[config.mk]
export PLATFORM = sky130hd
export DESIGN_NAME = bba_ctrl
export DESIGN_NICKNAME = d
export VERILOG_FILES = /design/src/hw/rtl/bba_pkg.sv /design/src/hw/rtl/bba_ctrl.sv
export SDC_FILE = /design/constraint.sdc
export NUM_CORES = 1
export LEC_CHECK = 0
export BUFFER_PORTS_ARGS = -buffer_cell sky130_fd_sc_hd__clkbuf_2
export CORE_MARGIN = 2
export CORE_UTILIZATION = 30
export DETAILED_ROUTE_END_ITERATION = 10
export GPL_ROUTABILITY_DRIVEN = 0
export GPL_TIMING_DRIVEN = 0
export PLACE_DENSITY = 0.61
export SLEW_MARGIN = 20
export SYNTH_ARGS = -nofsm -noshare
export SYNTH_HDL_FRONTEND = slang
export SYNTH_SLANG_ARGS = --single-unit
[constraint.sdc]
create_clock -name clk -period 1.7 [get_ports clk]
set_input_delay 0.34 -clock clk [delete_from_list [all_inputs] [get_ports clk]]
set_output_delay 0.34 -clock clk [all_outputs]
set_load 0.005 [all_outputs]
[src/hw/rtl/bba_pkg.sv]
// ----------------------------------------------------------------------------
// bba_pkg
// Shared constants, codes and types of the buddy block allocator.
// ----------------------------------------------------------------------------
package bba_pkg;

  localparam int ARENA_BYTES     = 65536;
  localparam int MIN_BLOCK_BYTES = 32;
  localparam int ORDER_COUNT     = 11;

  localparam int ADDR_W    = 16;
  localparam int HDR_W     = 5;
  localparam int UNIT_COUNT = ARENA_BYTES / MIN_BLOCK_BYTES;
  localparam int UNIT_W    = $clog2(UNIT_COUNT);
  localparam int MIN_SHIFT = $clog2(MIN_BLOCK_BYTES);
  localparam int ORDER_W   = $clog2(ORDER_COUNT);

  // free bitmap rows: each order starts on a row of its own
  localparam int ROW_BITS  = 32;
  localparam int ROW_SHIFT = 5;

  function automatic int order_rows(input int k);
    int n;
    n = UNIT_COUNT >> k;
    return (n + ROW_BITS - 1) >> ROW_SHIFT;
  endfunction

  function automatic int row_base(input int k);
    int acc;
    acc = 0;
    for (int j = 0; j < k; j++) acc += order_rows(j);
    return acc;
  endfunction

  localparam int FREE_ROWS  = row_base(ORDER_COUNT);
  localparam int FROW_W     = $clog2(FREE_ROWS);
  localparam int TOP_ROW    = row_base(ORDER_COUNT - 1);
  localparam int TOP_BLOCKS = UNIT_COUNT >> (ORDER_COUNT - 1);
  localparam logic [ROW_BITS-1:0] TOP_MASK = ROW_BITS'((64'd1 << TOP_BLOCKS) - 64'd1);
  localparam logic [FREE_ROWS-1:0] NONEMPTY_RESET = FREE_ROWS'(1) << TOP_ROW;

  // block table: {mark, order} per unit, packed eight units to a row
  localparam int ENT_W      = ORDER_W + 1;
  localparam int MARK_PER_ROW = 8;
  localparam int MSEL_W     = $clog2(MARK_PER_ROW);
  localparam int MARK_ROWS  = UNIT_COUNT / MARK_PER_ROW;
  localparam int MROW_W     = $clog2(MARK_ROWS);

  // row scan width of the summary flags
  localparam int SCAN_N = 8;
  localparam int SCAN_W = $clog2(SCAN_N);

  localparam logic OP_ALLOC = 1'b0;
  localparam logic OP_FREE  = 1'b1;

  localparam logic [1:0] ST_OK        = 2'd0;
  localparam logic [1:0] ST_NO_SPACE  = 2'd1;
  localparam logic [1:0] ST_TOO_LARGE = 2'd2;

  localparam logic REG_HEADER    = 1'b0;
  localparam logic REG_THRESHOLD = 1'b1;

  typedef logic [3:0] cmd_t;
  localparam cmd_t C_NOP      = 4'd0;
  localparam cmd_t C_LOAD     = 4'd1;
  localparam cmd_t C_DECODE   = 4'd2;
  localparam cmd_t C_SCAN     = 4'd3;
  localparam cmd_t C_TAKE     = 4'd4;
  localparam cmd_t C_SPLIT_RD = 4'd5;
  localparam cmd_t C_BIT_SET  = 4'd6;
  localparam cmd_t C_MARK_RD  = 4'd7;
  localparam cmd_t C_MARK_WR  = 4'd8;
  localparam cmd_t C_MRG_RD   = 4'd9;
  localparam cmd_t C_MRG_CHK  = 4'd10;
  localparam cmd_t C_SET_RD   = 4'd11;
  localparam cmd_t C_RESULT   = 4'd12;

  typedef struct packed {
    logic is_free;
    logic reject;
    logic addr_bad;
    logic scan_hit;
    logic above_need;
    logic marked;
    logic can_merge;
    logic buddy_free;
    logic out_busy;
  } dp_stat_t;

endpackage

[src/hw/rtl/bba_ctrl.sv]
// ----------------------------------------------------------------------------
// bba_ctrl
// Sequencer: steps the datapath through search, split, merge and result.
// ----------------------------------------------------------------------------
module bba_ctrl (
  input  logic              clk,
  input  logic              rst_n,
  input  logic              in_fire,
  input  bba_pkg::dp_stat_t st,
  output logic              in_ready,
  output bba_pkg::cmd_t     cmd
);

  localparam logic [3:0] S_IDLE     = 4'd0;
  localparam logic [3:0] S_DECODE   = 4'd1;
  localparam logic [3:0] S_SCAN     = 4'd2;
  localparam logic [3:0] S_TAKE     = 4'd3;
  localparam logic [3:0] S_SPLIT    = 4'd4;
  localparam logic [3:0] S_SPLIT_WR = 4'd5;
  localparam logic [3:0] S_MARK_WR  = 4'd6;
  localparam logic [3:0] S_MCHK     = 4'd7;
  localparam logic [3:0] S_MERGE    = 4'd8;
  localparam logic [3:0] S_MRG_CHK  = 4'd9;
  localparam logic [3:0] S_SET      = 4'd10;
  localparam logic [3:0] S_SET_WR   = 4'd11;
  localparam logic [3:0] S_RESULT   = 4'd12;

  logic [3:0] state_r, state_nxt;

  always_ff @(posedge clk) begin
    if (!rst_n) state_r <= S_IDLE;
    else        state_r <= state_nxt;
  end

  always_comb begin
    state_nxt = state_r;
    cmd       = bba_pkg::C_NOP;
    in_ready  = 1'b0;
    case (state_r)
      S_IDLE: begin
        in_ready = 1'b1;
        if (in_fire) begin
          cmd       = bba_pkg::C_LOAD;
          state_nxt = S_DECODE;
        end
      end
      S_DECODE: begin
        cmd = bba_pkg::C_DECODE;
        if (st.is_free) state_nxt = st.addr_bad ? S_RESULT : S_MCHK;
        else            state_nxt = st.reject ? S_RESULT : S_SCAN;
      end
      S_SCAN: begin
        cmd = bba_pkg::C_SCAN;
        if (st.scan_hit) state_nxt = S_TAKE;
      end
      S_TAKE: begin
        cmd       = bba_pkg::C_TAKE;
        state_nxt = S_SPLIT;
      end
      S_SPLIT: begin
        if (st.above_need) begin
          cmd       = bba_pkg::C_SPLIT_RD;
          state_nxt = S_SPLIT_WR;
        end else begin
          cmd       = bba_pkg::C_MARK_RD;
          state_nxt = S_MARK_WR;
        end
      end
      S_SPLIT_WR: begin
        cmd       = bba_pkg::C_BIT_SET;
        state_nxt = S_SPLIT;
      end
      S_MARK_WR: begin
        cmd       = bba_pkg::C_MARK_WR;
        state_nxt = S_RESULT;
      end
      S_MCHK: begin
        if (st.marked) begin
          cmd       = bba_pkg::C_MARK_WR;
          state_nxt = S_MERGE;
        end else begin
          state_nxt = S_RESULT;
        end
      end
      S_MERGE: begin
        if (st.can_merge) begin
          cmd       = bba_pkg::C_MRG_RD;
          state_nxt = S_MRG_CHK;
        end else begin
          cmd       = bba_pkg::C_SET_RD;
          state_nxt = S_SET_WR;
        end
      end
      S_MRG_CHK: begin
        cmd       = bba_pkg::C_MRG_CHK;
        state_nxt = st.buddy_free ? S_MERGE : S_SET;
      end
      S_SET: begin
        cmd       = bba_pkg::C_SET_RD;
        state_nxt = S_SET_WR;
      end
      S_SET_WR: begin
        cmd       = bba_pkg::C_BIT_SET;
        state_nxt = S_RESULT;
      end
      S_RESULT: begin
        if (!st.out_busy) begin
          cmd       = bba_pkg::C_RESULT;
          state_nxt = S_IDLE;
        end
      end
      default: state_nxt = S_IDLE;
    endcase
  end

endmodule

==> results of run 1 <==
-- kinds of logic (layout without fill, tap and decap cells) --
kind of cell	after synthesis	count (layout)	synth area share
simple gates	27	27	0.398
flops	4	4	0.198
buf+inv	8	26	0.0802
compound gates	20	20	0.299
mux	1	1	0.0247
-- report_power, final --
group	total [W]	switching, W	internal (W)
combinational	0.000741	0.000361	0.000380
clock	0.000118	0.0000393	0.0000790
sequential	0.000233	0.0000817	0.000151
total	0.00109	0.000482	0.000611
-- synthesized netlist by cell type (all sizes together) (2+ instances only) --
cell type  instances  area, sq um
o21ai              5         25.0
clkbuf             4         15.0
nand3b             2         15.0
buf                2         10.0
nor4               4         25.0
inv                2         7.51
nor3               4         20.0
dfxtp              4         80.1
a31oi              3         18.8
a21oi              7         35.0
nor3b              2         15.0
nor2               3         11.3
nand2              5         18.8
nand2b             3         26.3
nor2b              3         18.8
-- path summary, 6_finish.rpt --
check                          start                 endpoint
min                            rst_n  state_r[3]$_SDFFE_PN0P_
min reg2reg  state_r[3]$_SDFFE_PN0P_  state_r[2]$_SDFFE_PN0P_
max          state_r[3]$_SDFFE_PN0P_                   cmd[0]
max reg2reg  state_r[1]$_SDFFE_PN0P_  state_r[1]$_SDFFE_PN0P_
-- routing by layer --
| metal | vias to the layer above | global-route usage | wire length, um |
|---|---|---|---|
| met2 | 18 | 0.278 | 615 |
| met1 | 238 | 0.185 | 512 |
| met3 | 2 | 0.0652 | 62 |
| met4 | 0 | 0.0500 | 6 |
| met5 | - | 0 | 0 |
| li1 | 258 | - | - |
-- critical path, cell delays in order (launching register included) --
cell and delay (ps):
sky130_fd_sc_hd__dfxtp_1 310, sky130_fd_sc_hd__buf_6 140, sky130_fd_sc_hd__clkbuf_8 160, sky130_fd_sc_hd__nor4_2 260, sky130_fd_sc_hd__nor3_1 80, sky130_fd_sc_hd__clkbuf_2 110
-- stage by stage --
stage / area [sq um] / hold slack, ps / instances
finish: 581 / 354 / 93
global route: 581 / 353 / 93
CTS: 543 / 355 / 93
detailed placement: 504 / 561 / 91
global placement: 504 / 552 / 91
floorplan: 405 / 458 / 60
-- layout make-up --
| class | instances | area [sq um] |
|---|---|---|
| buffer | 5 | 51.3 |
| clock buffer | 3 | 22.5 |
| fill | 137 | 704 |
| inverter | 2 | 7.51 |
| multi-input combinational | 48 | 314 |
| sequential | 4 | 86.3 |
| tap | 15 | 18.8 |
| timing repair buffer | 16 | 80.1 |
-- timing repair --
| item | 4_1_cts | 5_1_grt |
|---|---|---|
| setup endpoints to repair | 5 | 5 |
| endpoints found under the hold margin | 0 | 0 |
| resized for setup | 8 | 18 |
==> results_tabular.tex, run 1 <==
\begin{tabular}{lr}
\hline
Metric & Value \\
\hline
\multicolumn{2}{l}{\textbf{Route}} \\
\quad DR WL/cell & 12.9 um \\
\quad Drt drc & 0 \\
\quad Avg Vias per Cell & 5.55 \\
\quad Count of nets left with antenna violations after detail routing & 0 \\
\quad Via count & 516 \\
\quad DRC marker count from the first detailed-route iteration & 21 \\
\quad Number of detailed-routing iterations run before antenna repair & 4 \\
\quad Aggregate routed wire length & 1.20 mm \\
\multicolumn{2}{l}{\textbf{Critical path}} \\
\quad Arrival time reported for the critical path endpoint & 1290 ps \\
\quad Worst reg2reg setup slack & 410 ps \\
\quad Number of cells traversed by the worst register-to-register path & 4 \\
\quad Critical setup path kind & reg2out \\
\quad Kind of capture point of the worst setup path & primary output \\
\quad Sort of element at the start of the critical path & register \\
\quad Critical Path Fanout Max & 10 \\
\quad Data required, critical path & 1360 ps \\
\multicolumn{2}{l}{\textbf{Yosys}} \\
\quad Count of flip-flops with a built-in enable after synthesis & 0 \\
\quad Post-Syn Nets & 72 \\
\quad Syn Std Cell Area & 405 sq um \\
\quad Unique cell type count in the Yosys netlist & 23 \\
\quad Async set-reset flop share out of synthesis & 0 \\
\quad Synthesis-stage register bit count & 4 \\
\quad Avg Synthesized Cell Area & 6.76 sq um \\
\quad Sequential share of the synthesized area & 0.198 \\
\quad Cell count after synthesis & 60 \\
\quad Ys Warns & 0 \\
\quad Most instantiated flip-flop cell in the synthesis netlist & sky130\_fd\_sc\_hd\_\_dfxtp\_1 \\
\multicolumn{2}{l}{\textbf{CTS}} \\
\quad CTS Root Cell & sky130\_fd\_sc\_hd\_\_clkbuf\_4 \\
\quad Bufs on Longest Clock Path & 2 \\
\quad CTS Buf Count & 3 \\
\quad Number of sinks handled by clock tree synthesis & 4 \\
\quad Post-CTS Setup Inserts & 0 \\
\quad Later-pin clock latency in the skew report & 240 ps \\
\quad Clock-pin transition on the worst setup and hold timing paths & 40 ps \\
\quad Deepest level of the CTS H-tree & 1 \\
\quad CTS Hold Bufs & 0 \\
\quad Clock tree from TritonCTS & built \\
\multicolumn{2}{l}{\textbf{Timing}} \\
\quad Fin worst setup slack & 65.1 ps \\
\quad RSZ-0062 raised after global routing & no \\
\quad Number of endpoints with negative hold slack in the final report & 0 \\
\quad Total of endpoints with negative setup slack in the final report & 0 \\
\quad Final critical-path required period & 1630 ps \\
\quad Worst slew pin tran & 421 ps \\
\quad Final worst path period share & 0.962 \\
\quad Maximum clock frequency & 0.612 GHz \\
\quad Tightest slew margin relative to the limit & 0.717 \\
\quad Number of pins exceeding their max-slew limit in the final report & 0 \\
\quad Final Skew & 4.57 ps \\
\quad Aggregate negative setup slack & 0 ps \\
\multicolumn{2}{l}{\textbf{Placement}} \\
\quad Detailed Place HPWL & 823 um \\
\quad Worst slack after detailed placement & 9.26 ps \\
\quad Port Buffer Count & 16 \\
\multicolumn{2}{l}{\textbf{Layout}} \\
\quad Number of flip-flops under the largest register name & 4 \\
\quad Register containing the most flip-flops in the final layout & state\_r \\
\quad Antenna fix cells & 0 \\
\quad Biggest regs & state\_r x4 \\
\quad Synthesis-to-layout area growth & 43.2\% \\
\quad Fraction of layout cells with a size suffix above 1 & 0.423 \\
\quad Utilization after layout & 0.452 \\
\quad Leading cell types in the layout, fill and taps excluded & sky130\_fd\_sc\_hd\_\_clkbuf\_2 (16), sky130\_fd\_sc\_hd\_\_a21oi\_1 (7), sky130\_fd\_sc\_hd\_\_nand2\_1 (5) \\
\quad Most common library cell in the layout ignoring fill and taps & sky130\_fd\_sc\_hd\_\_clkbuf\_2 \\
\quad NumNets Final & 92 \\
\multicolumn{2}{l}{\textbf{Floorplan}} \\
\quad Core ar. & 1280 sq um \\
\quad Vertical die dimension & 40.8 um \\
\quad Initial Util & 0.315 \\
\quad Die boundary width & 40.8 um \\
\quad Boundary pin count & 17 \\
\quad DIE AREA & 1660 sq um \\
\quad Cell Rows & 13 \\
\multicolumn{2}{l}{\textbf{Global routing}} \\
\quad Maximum number of pins on one net before global-route repair & 12 \\
\quad Number of antenna violations at the first check in global routing & 0 \\
\quad Vias in the first global route & 409 \\
\quad First-pass GRT wire length & 1.73 mm \\
\quad Tot GR Track Use & 0.163 \\
\quad Grt ovf & 0 \\
\multicolumn{2}{l}{\textbf{Power}} \\
\quad IR drop worst, VDD & 0.824 mV \\
\quad Tot Pwr & 0.00109 W \\
\quad Total power density per cell area & 1880 nW/um\^{}2 \\
\quad Leakage power figure & 0.239 nW \\
\multicolumn{2}{l}{\textbf{Status}} \\
\quad Result of the run & finished, final reports clean \\
\multicolumn{2}{l}{\textbf{Run}} \\
\quad \# Max-Cap Violations & 0 \\
\multicolumn{2}{l}{\textbf{Min path}} \\
\quad Number of cells on the worst hold path & 2 \\
\quad Worst Hold Class & in2reg \\
\hline
\end{tabular}
Power figures use the tool's default switching activity.
==> run 2: changes to the inputs <==
ABC_AREA = 1   (was default)
PLACE_DENSITY = 0.6   (was 0.61)
SKIP_LAST_GASP = 1   (was default)
==> run 2 against run 1 <==
Against the previous run: sequential share of layout area shrank 1.1 points; register-to-register slack better by 130 ps; worst setup slack worse by 9.1 ps; wire length down 2.0%; critical path depth increased by 3; clock power about the same; first-iteration DRC count shrank 71%; die area grew 11%; count of clock-buffer cells in the layout stayed put.
==> results_tabular.tex, run 2 <==
\begin{tabular}{lr}
\hline
Metric & Value \\
\hline
\multicolumn{2}{l}{\textbf{Status}} \\
\quad Result of the run & finished, final reports clean \\
\multicolumn{2}{l}{\textbf{Yosys}} \\
\quad Sequential share of the synthesized area & 0.177 \\
\quad Syn Std Cell Area & 453 sq um \\
\quad XOR/XNOR Fraction of Synth Area & 0 \\
\quad Synthesis-stage register bit count & 4 \\
\quad Simple logic cell fraction of the synthesized area & 0.583 \\
\quad Multiplexer share of the synthesized area & 0 \\
\quad Avg Synthesized Cell Area & 5.27 sq um \\
\quad Synthesized-area fraction occupied by adder cells & 0 \\
\quad Async set-reset flop share out of synthesis & 0 \\
\quad Largest cells by area after synthesis & sky130\_fd\_sc\_hd\_\_nand2\_1 (22\%), sky130\_fd\_sc\_hd\_\_dfxtp\_1 (18\%), sky130\_fd\_sc\_hd\_\_nor2\_1 (12\%) \\
\quad Unique cell type count in the Yosys netlist & 19 \\
\quad Synth cell count leaders & sky130\_fd\_sc\_hd\_\_nand2\_1 (26), sky130\_fd\_sc\_hd\_\_nor2\_1 (14), sky130\_fd\_sc\_hd\_\_inv\_1 (10), sky130\_fd\_sc\_hd\_\_nand3\_1 (7), sky130\_fd\_sc\_hd\_\_inv\_2 (5) \\
\quad Cell count after synthesis & 86 \\
\quad Dominant combinational cell family by area after synthesis & simple AND/OR/NAND/NOR gates \\
\quad Cell type contributing the most total cell area after synthesis & sky130\_fd\_sc\_hd\_\_nand2\_1 \\
\quad Count of flip-flops with a built-in enable after synthesis & 0 \\
\quad Top-count cell post-synth & sky130\_fd\_sc\_hd\_\_nand2\_1 \\
\quad Ys Warns & 0 \\
\quad Post-synthesis compound-gate area fraction & 0.105 \\
\quad Most instantiated flip-flop cell in the synthesis netlist & sky130\_fd\_sc\_hd\_\_dfxtp\_1 \\
\quad Area share of the leading cell type in the synthesized netlist & 0.215 \\
\quad Post-Syn Nets & 98 \\
\multicolumn{2}{l}{\textbf{Power}} \\
\quad Total power density per cell area & 1840 nW/um\^{}2 \\
\quad Leakage power figure & 0.353 nW \\
\quad IR drop worst, VDD & 0.790 mV \\
\multicolumn{2}{l}{\textbf{Floorplan}} \\
\quad DIE AREA & 1840 sq um \\
\quad Boundary pin count & 17 \\
\quad Core ar. & 1450 sq um \\
\quad Die boundary width & 42.9 um \\
\quad Cell Rows & 14 \\
\quad Vertical die dimension & 42.9 um \\
\quad Initial Util & 0.312 \\
\multicolumn{2}{l}{\textbf{Timing}} \\
\quad Total of endpoints with negative setup slack in the final report & 0 \\
\quad Worst slew pin tran & 245 ps \\
\quad Fin worst setup slack & 56.0 ps \\
\quad Number of endpoints with negative hold slack in the final report & 0 \\
\quad Final Skew & 5.28 ps \\
\quad RSZ-0062 raised after global routing & yes \\
\quad Maximum clock frequency & 0.608 GHz \\
\quad Tightest slew margin relative to the limit & 0.837 \\
\quad Final worst path period share & 0.967 \\
\quad Final critical-path required period & 1640 ps \\
\quad Number of pins exceeding their max-slew limit in the final report & 0 \\
\multicolumn{2}{l}{\textbf{Critical path}} \\
\quad Critical Path Fanout Max & 6 \\
\quad Sort of element at the start of the critical path & register \\
\quad Cell type of the slowest stage on the worst timing path & sky130\_fd\_sc\_hd\_\_dfxtp\_2 \\
\quad Critical setup path kind & reg2out \\
\quad Arrival time reported for the critical path endpoint & 1300 ps \\
\quad Kind of capture point of the worst setup path & primary output \\
\quad CP dominant cell by count & sky130\_fd\_sc\_hd\_\_nand2\_1 \\
\quad Data required, critical path & 1360 ps \\
\quad Delay of the slowest critical-path stage & 350 ps \\
\quad Sequence of cells on the critical path & nor2\_4 > inv\_2 > nor2\_4 > nand2\_1 > nand2\_1 > nor2\_1 > nand2\_1 > clkbuf\_2 \\
\multicolumn{2}{l}{\textbf{Layout}} \\
\quad Number of flip-flops under the largest register name & 4 \\
\quad Antenna fix cells & 0 \\
\quad Register containing the most flip-flops in the final layout & state\_r \\
\quad Fraction of layout cells with a size suffix above 1 & 0.343 \\
\quad Synthesis-to-layout area growth & 32.0\% \\
\quad Register cell area after layout & 82.6 sq um \\
\quad Final instance count without filler cells & 121 \\
\quad Footprint of the multi-input gates & 329 sq um \\
\quad Post-route design area & 598 sq um \\
\quad Layout filler cell count & 162 \\
\quad Leading cell types in the layout, fill and taps excluded & sky130\_fd\_sc\_hd\_\_nand2\_1 (25), sky130\_fd\_sc\_hd\_\_clkbuf\_2 (16), sky130\_fd\_sc\_hd\_\_nor2\_1 (14) \\
\quad Most common library cell in the layout ignoring fill and taps & sky130\_fd\_sc\_hd\_\_nand2\_1 \\
\quad NumNets Final & 119 \\
\quad Biggest regs & state\_r x4 \\
\multicolumn{2}{l}{\textbf{Route}} \\
\quad Number of detailed-routing iterations run before antenna repair & 4 \\
\quad Drt drc & 0 \\
\quad Count of nets left with antenna violations after detail routing & 0 \\
\quad DRC marker count from the first detailed-route iteration & 6 \\
\quad Via count & 573 \\
\quad Avg Vias per Cell & 4.74 \\
\quad Aggregate routed wire length & 1.17 mm \\
\quad DR WL/cell & 9.69 um \\
\multicolumn{2}{l}{\textbf{Placement}} \\
\quad Cell Count Post-Placement & 118 \\
\quad Port Buffer Count & 16 \\
\quad Post-DP Area & 553 sq um \\
\quad Detailed Place HPWL & 932 um \\
\quad Worst slack after detailed placement & 202 ps \\
\multicolumn{2}{l}{\textbf{CTS}} \\
\quad Deepest level of the CTS H-tree & 1 \\
\quad Later-pin clock latency in the skew report & 230 ps \\
\quad CTS Root Cell & sky130\_fd\_sc\_hd\_\_clkbuf\_4 \\
\quad Clock-pin transition on the worst setup and hold timing paths & 40 ps \\
\quad Clock tree from TritonCTS & built \\
\quad Number of sinks handled by clock tree synthesis & 4 \\
\quad Bufs on Longest Clock Path & 2 \\
\quad CTS Buf Count & 3 \\
\multicolumn{2}{l}{\textbf{Global routing}} \\
\quad Maximum number of pins on one net before global-route repair & 10 \\
\quad Number of antenna violations at the first check in global routing & 0 \\
\quad Tot GR Track Use & 0.147 \\
\quad Grt ovf & 0 \\
\quad Vias in the first global route & 524 \\
\quad First-pass GRT wire length & 2.04 mm \\
\multicolumn{2}{l}{\textbf{Min path}} \\
\quad Worst Hold Class & in2reg \\
\multicolumn{2}{l}{\textbf{Run}} \\
\quad \# Max-Cap Violations & 0 \\
\hline
\end{tabular}
run 2: cell count changes in the layout (fill, tap and decap cells not counted), sizes merged, moves of 4 or more:
cell / delta
nor2: +15
nand2: +22
nand3: +7
a21oi: -4
nor4: -4
inv: +13
run 2: cell type report:
| type | instances | share of cell area |
|---|---|---|
| clock buffers | 3 | 0.0377 |
| flip-flops and latches | 4 | 0.138 |
| inverters | 15 | 0.0941 |
| repair buffers | 16 | 0.134 |
| multi-input cells | 66 | 0.550 |
| well taps | 16 | 0.0335 |
| plain buffers | 1 | 0.0126 |
run 2: power breakdown:
part / leakage (nW) / switching [W] / internal (W)
sequential: 0.0338 / 0.0000700 / 0.000142
clock: 0.0138 / 0.0000360 / 0.0000787
combinational: 0.305 / 0.000464 / 0.000307
run 2: path summary, 6_finish.rpt:
check,startpoint,endpoint,slack (ps),cells after the start
worst max register to register,state_r[0]$_SDFFE_PN0P_,state_r[1]$_SDFFE_PN0P_,540,6
worst max-delay path,state_r[1]$_SDFFE_PN0P_,cmd[1],60,8
worst min register to register,state_r[3]$_SDFFE_PN0P_,state_r[2]$_SDFFE_PN0P_,650,2
worst min-delay path,rst_n,state_r[3]$_SDFFE_PN0P_,310,3
run 2: cells by family (layout without fill, tap and decap cells):
group                  after synthesis  after routing
flip-flops                           4              4
buffers and inverters               16             35
AND/OR/NAND/NOR                     58             58
AO/OA/AOI/OAI                        8              8
run 2: critical path: cells and delay by family, from the launching register on:
family	cells	cell delay, ps
and+or+nand+nor	6	540
DFF	1	350
buffers and inverters	2	180
run 2: what timing repair did:
item                                    4_1_cts  5_1_grt
endpoints found under the setup margin        1        2
resized for setup                             3        4
pin swaps                                     0        1
hold buffers                                  0        0
setup buffers                                 0        0
run 2: stage by stage:
step / TNS (ps) / hold WS, ps / total power [W] / utilization
after floorplan: 0 / 438 / 0.000715 / -
after global placement: 0 / 547 / 0.000929 / 0.380
after detailed placement: 0 / 540 / 0.000931 / 0.380
after CTS: 0 / 298 / 0.00108 / 0.402
after global routing: -71.8 / 335 / 0.00121 / 0.411
final: 0 / 306 / 0.00110 / 0.411
run 2: layer usage:
layer / share of wire / track usage
met5: 0 / 0
met4: 0.0068 / 0.113
met3: 0.038 / 0.0128
met2: 0.47 / 0.230
met1: 0.48 / 0.184
==> run 3: changes to the inputs <==
clock period = 1.9 ns   (was 1.7 ns; I/O delays follow)
==> run 3 against run 2 <==
Against the previous run: register-to-register slack better by 130 ps; final cell count stayed put; critical endpoint unchanged; clock power is 11% lower; worst setup slack better by 67 ps; combinational power is 15% lower; clock skew hardly changed; sequential share of layout area is 0.11 points higher.
==> results_tabular.tex, run 3 (synthesis results as in run 2) <==
\begin{tabular}{lr}
\hline
Metric & Value \\
\hline
\multicolumn{2}{l}{\textbf{Status}} \\
\quad Result of the run & finished, final reports clean \\
\multicolumn{2}{l}{\textbf{Route}} \\
\quad Number of detailed-routing iterations run before antenna repair & 4 \\
\quad Aggregate routed wire length & 1.13 mm \\
\quad Count of nets left with antenna violations after detail routing & 0 \\
\quad DRC marker count from the first detailed-route iteration & 9 \\
\quad Avg Vias per Cell & 4.68 \\
\quad Drt drc & 0 \\
\quad Via count & 566 \\
\quad DR WL/cell & 9.36 um \\
\multicolumn{2}{l}{\textbf{Critical path}} \\
\quad Sequence of cells on the critical path & nor2\_2 > inv\_2 > nor2\_4 > nand2\_1 > nand2\_1 > nor2\_1 > nand2\_1 > clkbuf\_2 \\
\quad Kind of capture point of the worst setup path & primary output \\
\quad First element of the critical path & state\_r[1]\$\_SDFFE\_PN0P\_ \\
\quad Delay of the slowest critical-path stage & 360 ps \\
\quad Sort of element at the start of the critical path & register \\
\quad Crit path capture & cmd[1] \\
\quad Critical Path Fanout Max & 6 \\
\quad Critical setup path kind & reg2out \\
\quad RR Startpoint & state\_r[2]\$\_SDFFE\_PN0P\_ \\
\quad Arrival time reported for the critical path endpoint & 1400 ps \\
\quad Data required, critical path & 1520 ps \\
\quad End of the worst register-to-register path & state\_r[3]\$\_SDFFE\_PN0P\_ \\
\quad Cell type of the slowest stage on the worst timing path & sky130\_fd\_sc\_hd\_\_dfxtp\_1 \\
\quad Number of cells traversed by the worst register-to-register path & 7 \\
\quad CP dominant cell by count & sky130\_fd\_sc\_hd\_\_nand2\_1 \\
\quad Worst reg2reg setup slack & 670 ps \\
\multicolumn{2}{l}{\textbf{Layout}} \\
\quad Synthesis-to-layout area growth & 27.1\% \\
\quad Fraction of layout cells with a size suffix above 1 & 0.305 \\
\quad Biggest regs & state\_r x4 \\
\quad Layout filler cell count & 168 \\
\quad Most common library cell in the layout ignoring fill and taps & sky130\_fd\_sc\_hd\_\_nand2\_1 \\
\quad Number of flip-flops under the largest register name & 4 \\
\quad Register containing the most flip-flops in the final layout & state\_r \\
\quad Footprint of the multi-input gates & 312 sq um \\
\quad Register cell area after layout & 80.1 sq um \\
\quad Antenna fix cells & 0 \\
\quad Leading cell types in the layout, fill and taps excluded & sky130\_fd\_sc\_hd\_\_nand2\_1 (26), sky130\_fd\_sc\_hd\_\_clkbuf\_2 (16), sky130\_fd\_sc\_hd\_\_nor2\_1 (14) \\
\quad NumNets Final & 119 \\
\multicolumn{2}{l}{\textbf{Timing}} \\
\quad RSZ-0062 raised after global routing & no \\
\quad Maximum clock frequency & 0.563 GHz \\
\quad Aggregate negative setup slack & 0 ps \\
\quad Total of endpoints with negative setup slack in the final report & 0 \\
\quad Final critical-path required period & 1780 ps \\
\quad Number of endpoints with negative hold slack in the final report & 0 \\
\quad Final Skew & 4.79 ps \\
\quad Fin worst setup slack & 123 ps \\
\quad Worst slew pin tran & 276 ps \\
\quad Number of pins exceeding their max-slew limit in the final report & 0 \\
\quad Final worst path period share & 0.935 \\
\quad Tightest slew margin relative to the limit & 0.816 \\
\multicolumn{2}{l}{\textbf{Global routing}} \\
\quad Vias in the first global route & 524 \\
\quad Tot GR Track Use & 0.148 \\
\quad Grt ovf & 0 \\
\quad First-pass GRT wire length & 2.04 mm \\
\quad Number of antenna violations at the first check in global routing & 0 \\
\quad Maximum number of pins on one net before global-route repair & 10 \\
\multicolumn{2}{l}{\textbf{Floorplan}} \\
\quad Cell Rows & 14 \\
\quad DIE AREA & 1840 sq um \\
\quad Boundary pin count & 17 \\
\quad Initial Util & 0.312 \\
\quad Die boundary width & 42.9 um \\
\quad Core ar. & 1450 sq um \\
\quad Vertical die dimension & 42.9 um \\
\multicolumn{2}{l}{\textbf{Power}} \\
\quad Int Power & 0.000447 W \\
\quad Sequential cell fraction of total power & 0.186 \\
\quad Tot Pwr & 0.000933 W \\
\quad Net switching power & 0.000486 W \\
\quad Clock Power Share & 0.110 \\
\quad Leakage power figure & 0.347 nW \\
\quad Switching portion of total power & 0.521 \\
\quad Total power density per cell area & 1620 nW/um\^{}2 \\
\quad Logic pwr share & 0.704 \\
\quad IR drop worst, VDD & 0.610 mV \\
\multicolumn{2}{l}{\textbf{Run}} \\
\quad \# Max-Cap Violations & 0 \\
\multicolumn{2}{l}{\textbf{Min path}} \\
\quad Worst Hold Class & in2reg \\
\multicolumn{2}{l}{\textbf{Placement}} \\
\quad Worst slack after detailed placement & 362 ps \\
\quad Detailed Place HPWL & 932 um \\
\quad Port Buffer Count & 16 \\
\multicolumn{2}{l}{\textbf{CTS}} \\
\quad \# resized after CTS & 0 \\
\quad Post-CTS Setup Inserts & 0 \\
\quad CTS Buf Count & 3 \\
\quad Clock-pin transition on the worst setup and hold timing paths & 40 ps \\
\quad Number of sinks handled by clock tree synthesis & 4 \\
\quad Clock tree from TritonCTS & built \\
\quad Later-pin clock latency in the skew report & 230 ps \\
\quad CTS Root Cell & sky130\_fd\_sc\_hd\_\_clkbuf\_4 \\
\quad Bufs on Longest Clock Path & 2 \\
\quad CTS Hold Bufs & 0 \\
\quad Deepest level of the CTS H-tree & 1 \\
\hline
\end{tabular}
[run 3: metal layers]
layer / up-vias / part of all wire / track usage
li1: 308 / - / -
met1: 249 / 0.48 / 0.187
met2: 7 / 0.48 / 0.230
met3: 2 / 0.031 / 0.0128
met4: 0 / 0.0071 / 0.113
met5: - / 0 / 0
[run 3: how the worst min path moves through the flow]
stage	start	slack (ps)	cells after the start	to
after floorplan	rst_n	480	2	state_r[3]$_SDFFE_PN0P_
after global placement	rst_n	590	3	state_r[3]$_SDFFE_PN0P_
after detailed placement	rst_n	580	3	state_r[3]$_SDFFE_PN0P_
after CTS	rst_n	340	3	state_r[3]$_SDFFE_PN0P_
after global routing	rst_n	380	3	state_r[3]$_SDFFE_PN0P_
final	rst_n	350	3	state_r[3]$_SDFFE_PN0P_
[run 3: cell type report]
class                   instances  share of cell area
inverters                      15              0.0978
plain buffers                   1             0.00870
flip-flops and latches          4               0.139
repair buffers                 16               0.139
multi-input cells              66               0.541
well taps                      16              0.0348
clock buffers                   3              0.0391
[run 3: critical path, delay by kind of cell, from the launching register on]
| family | cells | cell delay [ps] |
|---|---|---|
| DFF | 1 | 360 |
| buffers and inverters | 2 | 200 |
| and+or+nand+nor | 6 | 610 |
[run 3: per-stage QoR]
step	utilization	hold slack, ps	instance area, sq um	cells
detailed placement	0.380	580	553	118
floorplan	-	478	453	86
finish	0.396	347	576	121
global placement	0.380	587	553	118
CTS	0.396	338	576	121
global route	0.396	375	576	121
[run 3: power groups by stage]
stage | Combinational [W] | Sequential [W] | Clock, W
6_report | 0.000657 | 0.000174 | 0.000102
3_3_place_gp | 0.000658 | 0.000173 | 0
5_1_grt | 0.000747 | 0.000178 | 0.000113
4_1_cts | 0.000662 | 0.000173 | 0.000109
2_1_floorplan | 0.000477 | 0.000163 | 0
3_5_place_dp | 0.000658 | 0.000175 | 0
